--- config.mk ---
export PLATFORM = sky130hd
export DESIGN_NAME = cts_divider
export DESIGN_NICKNAME = d
export VERILOG_FILES = /design/src/rtl/core/cts_pkg.sv /design/src/rtl/core/cts_divider.sv
export SDC_FILE = /design/constraint.sdc
export NUM_CORES = 1
export LEC_CHECK = 0
export ABC_AREA = 1
export BUFFER_PORTS_ARGS = -buffer_cell sky130_fd_sc_hd__buf_2
export CORE_ASPECT_RATIO = 2
export CORE_MARGIN = 2
export CORE_UTILIZATION = 56
export CTS_BUF_LIST = sky130_fd_sc_hd__clkbuf_16
export DETAILED_ROUTE_END_ITERATION = 6
export MAX_ROUTING_LAYER = met4
export PLACE_DENSITY = 0.77
export SLEW_MARGIN = 10
export SYNTH_ARGS = -nofsm -noshare
export SYNTH_HDL_FRONTEND = slang
export SYNTH_SLANG_ARGS = --single-unit
--- constraint.sdc ---
create_clock -name clk -period 3.9 [get_ports clk]
set_input_delay 0 -clock clk [delete_from_list [all_inputs] [get_ports clk]]
set_output_delay 0 -clock clk [all_outputs]
set_load 0.05 [all_outputs]
--- src/rtl/core/cts_pkg.sv ---
`timescale 1ns / 1ps
// ----------------------------------------------------------------------------
// cts_pkg
// Shared types, constants and the half-precision to Q2.16 conversion for the
// cosine top-k search core.
// ----------------------------------------------------------------------------
package cts_pkg;

    localparam int CTS_MAX_RECORDS = 1024;
    localparam int CTS_MAX_DIM     = 1024;
    localparam int CTS_MAX_K       = 64;

    localparam int QUOT_W = 31;
    localparam logic [QUOT_W-1:0] SCORE_ONE = 31'h4000_0000;

    typedef enum logic [1:0] {
        OP_REC_ELEM   = 2'd0,
        OP_REC_NORM   = 2'd1,
        OP_QUERY_ELEM = 2'd2,
        OP_SEARCH     = 2'd3
    } cts_op_t;

    typedef enum logic [1:0] {
        CFG_DIM_IN_USE   = 2'd0,
        CFG_RECORD_COUNT = 2'd1,
        CFG_TOP_K        = 2'd2
    } cts_cfg_idx_t;

    typedef enum logic [2:0] {
        S_IDLE,
        S_REC,
        S_NORM_CHK,
        S_DOT,
        S_DRAIN,
        S_DIV_GO,
        S_DIV_WAIT,
        S_EMIT
    } cts_state_t;

    typedef struct packed {
        logic clear;
        logic insert;
        logic pop;
    } cts_list_ctrl_t;

    // Convert a half-precision pattern to signed Q2.16, round half away
    // from zero, saturate; NaN gives zero
    function automatic logic signed [17:0] half_to_q(input logic [15:0] h);
        logic              s;
        logic [4:0]        e;
        logic [9:0]        m;
        logic [10:0]       mant;
        logic [32:0]       mag;
        logic [3:0]        sh;
        logic signed [17:0] q;
        s    = h[15];
        e    = h[14:10];
        m    = h[9:0];
        mant = {1'b1, m};
        mag  = '0;
        sh   = '0;
        q    = '0;
        if (e == 5'd31) begin
            if (m != 10'd0)
                q = '0;
            else
                q = s ? 18'sh20000 : 18'sh1FFFF;
        end
        else begin
            if (e == 5'd0)
                mag = 33'((11'(m) + 11'd128) >> 8);
            else if (e >= 5'd9)
                mag = 33'(mant) << (e - 5'd9);
            else
            begin
                sh  = 4'(5'd9 - e);
                mag = (33'(mant) + (33'd1 << (sh - 4'd1))) >> sh;
            end
            if (s) begin
                if (mag > 33'd131072)
                    mag = 33'd131072;
                q = -$signed(mag[17:0]);
            end
            else begin
                if (mag > 33'd131071)
                    mag = 33'd131071;
                q = $signed(mag[17:0]);
            end
        end
        return q;
    endfunction

endpackage

--- src/rtl/core/cts_divider.sv ---
`timescale 1ns / 1ps
// ----------------------------------------------------------------------------
// cts_divider
// Restoring divider, one quotient bit per cycle: floor(num * 2^46 / den),
// saturated to 2^30.
// ----------------------------------------------------------------------------
module cts_divider
    import cts_pkg::*;
#(
    parameter int NUM_W = 47
)
(
    input  logic              clk,
    input  logic              rst_n,
    input  logic              start,
    input  logic [NUM_W-1:0]  num,
    input  logic [63:0]       den,
    output logic              done,
    output logic [QUOT_W-1:0] quot
);

    localparam int STEP_W = $clog2(QUOT_W + 1);

    logic              busy_reg;
    logic              done_reg;
    logic [STEP_W-1:0] step_reg;
    logic [63:0]       rem_reg;
    logic [QUOT_W-1:0] q_reg;
    logic              sat_reg;

    logic [64:0] num_sh;
    logic        over;
    logic [64:0] rem2;
    logic [64:0] diff;
    logic        ge;

    // Quotient of 2^31 or more saturates at once; otherwise start from num<<15
    assign num_sh = 65'(num) << 15;
    assign over   = num_sh >= {1'b0, den};
    assign rem2   = {rem_reg, 1'b0};
    assign diff   = rem2 - {1'b0, den};
    assign ge     = rem2 >= {1'b0, den};

    // Step control
    always_ff @(posedge clk or negedge rst_n)
    begin
        if (!rst_n)
        begin
            busy_reg <= 1'b0;
            done_reg <= 1'b0;
            step_reg <= '0;
        end
        else if (start)
        begin
            busy_reg <= 1'b1;
            done_reg <= 1'b0;
            step_reg <= STEP_W'(QUOT_W);
        end
        else if (busy_reg)
        begin
            step_reg <= step_reg - 1'b1;
            if (step_reg == STEP_W'(1))
            begin
                busy_reg <= 1'b0;
                done_reg <= 1'b1;
            end
        end
        else
        begin
            done_reg <= 1'b0;
        end
    end

    // Remainder and quotient shift
    always_ff @(posedge clk)
    begin
        if (start)
        begin
            rem_reg <= num_sh[63:0];
            q_reg   <= '0;
            sat_reg <= over;
        end
        else if (busy_reg)
        begin
            rem_reg <= ge ? diff[63:0] : rem2[63:0];
            q_reg   <= {q_reg[QUOT_W-2:0], ge};
        end
    end

    assign done = done_reg;
    assign quot = (sat_reg || q_reg > SCORE_ONE) ? SCORE_ONE : q_reg;

endmodule

==> results of run 1 <==
[logic make-up (layout without fill, tap and decap cells)]
group | after synthesis | count (layout)
buf+inv | 485 | 663
simple gates | 1190 | 1190
fa+ha+maj | 114 | 114
flops | 103 | 103
xor+xnor | 31 | 31
compound gates | 165 | 165
[layer usage]
layer	wire (um)	vias up	part of all wire [%]	GRT usage, %
met2	24700	634	52	77.8
met1	15200	6130	32	35.5
met4	5090	0	11	38.7
li1	-	6827	-	-
met3	2330	254	4.9	5.36
met5	0	-	0	-
[what timing repair did]
action | CTS | global route
endpoints found under the setup margin | 0 | 0
hold buffers | 49 | 0
endpoints found under the hold margin | 54 | 0
buffers inserted | 0 | 0
[worst min-delay path, delay by kind of cell]
family	cells	cell delay, ns
buf+inv	2	0.23
compound gates	1	0.16
[cells in the final DEF, fill, tap and decap left out, drive strengths merged, types with 10 or more instances in the layout]
cell type / Yosys / routed
nand4: 31 / 31
nand3: 131 / 131
ha: 113 / 113
a21oi: 72 / 72
nand3b: 46 / 46
dfxtp: 48 / 48
dlygate4sd3: 0 / 49
nor2: 160 / 160
buf: 24 / 153
xnor2: 29 / 29
o22ai: 30 / 30
nand2: 785 / 785
o21ai: 43 / 43
nor3: 19 / 19
o21bai: 10 / 10
inv: 443 / 446
edfxtp: 48 / 48
[metrics by stage]
| stage | cells | hold slack [ns] | power [mW] | util, % | setup WS [ns] |
|---|---|---|---|---|---|
| floorplan | 2088 | -0.296 | 6.13 | - | 1.41 |
| global placement | 2474 | -0.165 | 7.82 | 61.0 | 0.760 |
| detailed placement | 2474 | -0.162 | 7.92 | 61.0 | 0.788 |
| CTS | 2539 | 0.0382 | 8.99 | 64.8 | 0.744 |
| global route | 2539 | 0.0542 | 9.82 | 64.8 | 0.556 |
| finish | 2539 | 0.0462 | 9.16 | 64.8 | 0.669 |
[power groups by stage]
stage	Combinational (mW)	Sequential, mW	Clock [mW]
floorplan	4.46	1.67	0
global placement	6.09	1.72	0
detailed placement	6.17	1.74	0
CTS	6.24	1.73	1.02
global route	7.01	1.77	1.05
finish	6.40	1.75	1.02
[area by class of cell]
cell class	instances	area (sq um)
Timing Repair Buffer	202	1290
Fill cell	2000	7530
Inverter	445	1670
Sequential cell	103	2580
Clock buffer	9	225
Multi-Input combinational cell	1500	7670
Tap cell	273	342
Clock inverter	7	93.8
[path summary, 6_finish.rpt]
| kind | to | slack [ns] | depth (start not counted) |
|---|---|---|---|
| max in group asynchronous | step_reg[2]$_DFFE_PN0P_ | 3.07 | 3 |
| min in group asynchronous | step_reg[4]$_DFFE_PN0P_ | 0.59 | 3 |
| max | rem_reg[32]$_DFFE_PP_ | 0.67 | 16 |
| min | rem_reg[0]$_SDFFE_PP0P_ | 0.05 | 3 |
| max reg2reg | rem_reg[32]$_DFFE_PP_ | 0.67 | 16 |
| min reg2reg | step_reg[4]$_DFFE_PN0P_ | 0.49 | 1 |
==> summary.md, run 1 <==
| Metric | Value |
|---|---|
| Status | finished clean |
| Final net count | 2,489 |
| Worst Skew | 0.0121 ns |
| Post-Route WL | 47,300 um |
| CTS H-tree depth | 3 |
| Worst path bufs/invs | 5 |
| Post-CTS resize count | 0 |
| I/O Buffers | 145 |
| Worst EP arrival | between 3 and 4 ns |
| Layout cells sized above 1 | 8.61% |
| Initial DRC count | 1,065 |
| CP top delay family | simple AND/OR/NAND/NOR gates |
| Hold path startpoint | den[0] |
| WP data required | 4.05 ns |
| Total CTS buffers | 9 |
| Count of unique library cells instantiated by Yosys | 46 |
| Critical path class | reg2reg |
| Post-Synth Simple-Gate Area | around 42% |
| Sw frac | 55.0% |
| Relative slew slack | 16.9% |
| Post-Synthesis Cells | around 2,100 |
| Leak pwr | ~8 nW |
| Synthesized area | 0.0121 sq mm |
| CP most frequent cell | nand2_1 |
| Antenna violation net count after detailed routing | 0 |
| Sequential share of the synthesized area | 21.3% |
| Antenna violations before repair | 0 |
| Critical Path Start | rem_reg[31]$_DFFE_PP_ |
| Non-Filler Cell Area, Final | 0.0139 sq mm |
| Die height | ~210 um |
| Inserted Diodes | 0 |
| Hold Fails Final Rpt | 0 |
| Period utilization | 82.8% |
| Post-synth top cells | nand2_1 (779), inv_1 (442), nor2_1 (150) |
| Vias per inst | 5.45 |
| Final Critical Period | 3.23 ns |
| Net Sw Power | 5.04 mW |
| Reg power frac | 19.1% |
| Clk pwr share | 11.1% |
| Final setup violation count | 0 |
| Comb pwr share | 69.8% |
| CTS max path bufs | 2 |
| Worst-skew pair later-pin latency | approximately 0.39 ns |
| Prevailing post-synth register cell | edfxtp_1 |
| Critical Path Fanout Max | 49 |
| RD Place Congestion | 1.08 |
| Largest net degree at the start of global routing | 66 |
| Synth async-reset ratio | 6.80% |
| Slowest stage delay, CP | 0.52 ns |
| Synthesized Nets | approximately 2,300 |
| Vias | 13,800 |
| Compound-Gate Fraction of Synth Area | 7.55% |
| Pint | a little over 4 mW |
| Clk Tree Root Cell | clkbuf_16 |
| Worst hold path class | in2reg |
| Syn. warnings | 0 |
| Worst-path cell chain | ha_1 > nand2_1 > inv_1 > nand2_1 > nand2_1 > inv_1 > nand2_1 > inv_1 > nand2_1 > inv_1 > nand2_2 > nand2_4 > buf_4 > nand3b_1 > nand3_1 > nand2_1 |
| I/O pins | 146 |
| First-pass GRT wire length | about 70,000 um |
| DR WL/cell | 18.6 um |
| Post-Synth Adder-Cell Area | 11.8% |
| Dpl cell area | 0.0131 sq mm |
| Initial Util | 56.7% |
| Slowest CP cell | buf_4 |
| Clk sink count | 103 |
| Critical Path End Type | register |
| DIE AREA | 0.0229 sq mm |
| Setup TNS | 0 ns |
| Post-Syn Area per Cell | around 5.8 sq um |
| GRT Util Overall | 42.3% |
| Synth area leaders | nand2_1 (24%), inv_1 (14%), edfxtp_1 (12%) |
| Clock transition at path regs | 0.08 ns |
| Yosys reg bits | just over 100 |
| Peak supply drop | around 460 uV |
| Worst setup SP type | register |
| Fmax achieved | 0.310 GHz |
| Most frequent cell after synthesis | nand2_1 |
| CORE AREA | 0.0214 sq mm |
| Number of global-route vias before repair | 13,800 |
| # Max-Cap Violations | 0 |
| DRC viols | 0 |
| Overflow after GRT | 0 |
| RSZ-0062 raised after global routing | false |
| Worst R2R Start | rem_reg[31]$_DFFE_PP_ |
| Synth Area in XOR/XNOR | 2.24% |
| Final Max Slew Viols | 0 |
| Max FFs per register | 64 |
| Largest area contributor in the netlist | nand2_1 |
| Area share of the largest cell type after synthesis | 24.1% |
| Row Count | 76 |
| Die W | between 100 and 150 um |
| Actual slew at the worst max-slew pin | 1.25 ns |
| P per Cell Area | roughly 660 mW/mm^2 |
| Number of iterations in the first detailed-routing pass | 6 |
| EDFF count, synth | 48 |
| Mux share of post-synthesis cell area | 0% |
| TritonCTS clock tree | built |
| DP Wirelength | approximately 38,000 um |
| Main combinational cell family by area after synthesis | simple AND/OR/NAND/NOR gates |
| Area grow syn2layout | 14.4% |
No activity file was read; power rests on OpenSTA's default activity.
==> inputs of run 2 (changes only) <==
- clock period: 3.9 -> 3.2 ns (I/O delays scaled with it)
==> summary.md, run 2 (synthesized netlist as in run 1, its figures left out) <==
| Metric | Value |
|---|---|
| Fill count | 2,039 |
| Worst EP arrival | between 3 and 4 ns |
| Initial Util | between 50% and 60% |
| Post-CTS setup buffers | 0 |
| Worst-skew pair later-pin latency | 0.40 ns |
| Commonest non-fill, non-tap cell in the layout | nand2_1 |
| I/O Buffers | 145 |
| CORE AREA | 0.0214 sq mm |
| Worst setup SP type | register |
| Overflow after GRT | 0 |
| First-pass GRT wire length | 71,400 um |
| Critical Path Fanout Max | 35 |
| Clk Tree Root Cell | clkbuf_16 |
| Final Max Slew Viols | 0 |
| Design Power | 11.1 mW |
| RD Place Congestion | 1.09 |
| Relative slew slack | 23.6% |
| Final setup violation count | 0 |
| CTS max path bufs | 2 |
| Peak supply drop | 508 uV |
| Worst Skew | 0.0120 ns |
| Worst hold path class | in2reg |
| CTS H-tree depth | 3 |
| RSZ-0062 raised after global routing | false |
| Clk sink count | 103 |
| Die height | 212 um |
| Fmax achieved | 0.328 GHz |
| DIE AREA | 0.0229 sq mm |
| Total CTS buffers | 9 |
| DRC viols | 0 |
| Critical path class | reg2reg |
| Leak pwr | about 8.0 nW |
| Layout cells sized above 1 | a little under 9% |
| Vias per inst | about 5.5 |
| Period utilization | 95.4% |
| I/O pins | 146 |
| Row Count | 76 |
| Max FFs per register | 64 |
| Initial DRC count | between 900 and 1,000 |
| DR WL/cell | 18.3 um |
| Antenna violation net count after detailed routing | 0 |
| Area grow syn2layout | 14.6% |
| Final net count | approximately 2,500 |
| Critical Path End Type | register |
| TritonCTS clock tree | built |
| Post-Route WL | 46,700 um |
| Final Critical Period | 3.05 ns |
| Status | finished clean |
| Setup TNS | 0 ns |
| Vias | 13,900 |
| Clock transition at path regs | approximately 0.080 ns |
| Number of global-route vias before repair | 14,100 |
| Inserted Diodes | 0 |
| Die W | 108 um |
| Commonest non-fill, non-tap cells in the layout | nand2_1 (779), inv_1 (443), nor2_1 (149) |
| # Max-Cap Violations | 0 |
| Largest net degree at the start of global routing | 93 |
| Hold Fails Final Rpt | 0 |
| GRT Util Overall | 42.7% |
| DP Wirelength | 37,600 um |
| Antenna violations before repair | 0 |
| Number of iterations in the first detailed-routing pass | 7 |
| P per Cell Area | about 800 mW/mm^2 |
| WP data required | 3.34 ns |
| Actual slew at the worst max-slew pin | 1.14 ns |
[run 2: cell count changes in the layout (fill, tap and decap cells not counted)]
| cell | before | now |
|---|---|---|
| inv_1 | 442 | 443 |
| buf_4 | 7 | 11 |
| bufinv_16 | 1 | 0 |
| clkinv_4 | 1 | 2 |
| clkinv_2 | 1 | 0 |
| buf_12 | 1 | 2 |
[run 2: path summary, 6_finish.rpt]
path / startpoint / endpoint / slack (ns) / cells after the start
min: den[0] / rem_reg[0]$_SDFFE_PP0P_ / 0.03 / 3
max in group asynchronous: rst_n / step_reg[4]$_DFFE_PN0P_ / 2.40 / 3
min reg2reg: q_reg[30]$_SDFFE_PP0P_ / q_reg[30]$_SDFFE_PP0P_ / 0.47 / 2
max: rem_reg[46]$_DFFE_PP_ / rem_reg[24]$_DFFE_PP_ / 0.15 / 15
max reg2reg: rem_reg[46]$_DFFE_PP_ / rem_reg[24]$_DFFE_PP_ / 0.15 / 15
min in group asynchronous: rst_n / done$_DFFE_PN0P_ / 0.57 / 3
[run 2: what timing repair did]
| item | 4_1_cts | 5_1_grt |
|---|---|---|
| hold buffers | 49 | 0 |
| gates resized for setup | 0 | 0 |
| endpoints found under the hold margin | 54 | 0 |
[run 2: critical path, stage by stage, from the launching register on]
cell and delay [ns]:
edfxtp_1 0.42, ha_1 0.45, nand2_1 0.14, inv_1 0.09, nand2_1 0.11, nor2_1 0.27, nand2_1 0.15, nor2_2 0.16
nand2_1 0.12, nand3_2 0.11, nor2_4 0.06, nand2_8 0.25, buf_12 0.23, nand2_1 0.08, nand3_1 0.07, nand2_1 0.07
[run 2: routing by layer]
layer | vias up | global-route usage, % | share of wire (%) | wire length (um)
met1 | 6229 | 36.2 | 32 | 15000
met2 | 572 | 76.4 | 51 | 23900
met5 | - | - | 0 | 0
li1 | 6845 | - | - | -
met3 | 266 | 8.12 | 5.5 | 2550
met4 | 0 | 38.8 | 11 | 5140
[run 2: area by class of cell]
type                       instances  area, sq um  area share, %
inverter                         445         1670           12.0
clock inverter                     7         71.3          0.513
tap                              273          342           2.46
sequential                       103         2580           18.6
clock buffer                       9          225           1.62
timing repair buffer             207         1340           9.64
multi-input combinational       1500         7670           55.2
[run 2: through the flow]
stage | setup WS (ns) | instance area, sq um | util, % | hold WS, ns | instances
after floorplan | 0.707 | 12100 | - | -0.296 | 2088
after global placement | 0.292 | 13100 | 61.3 | -0.163 | 2479
after detailed placement | 0.268 | 13100 | 61.3 | -0.161 | 2479
after CTS | 0.244 | 13900 | 64.9 | 0.0347 | 2544
after global routing | 0.0179 | 13900 | 64.9 | 0.0662 | 2544
final | 0.147 | 13900 | 64.9 | 0.0340 | 2544
[run 2: power by group]
part	internal, mW	switching, mW
sequential	1.88	0.253
clock	0.547	0.618
combinational	2.57	5.21
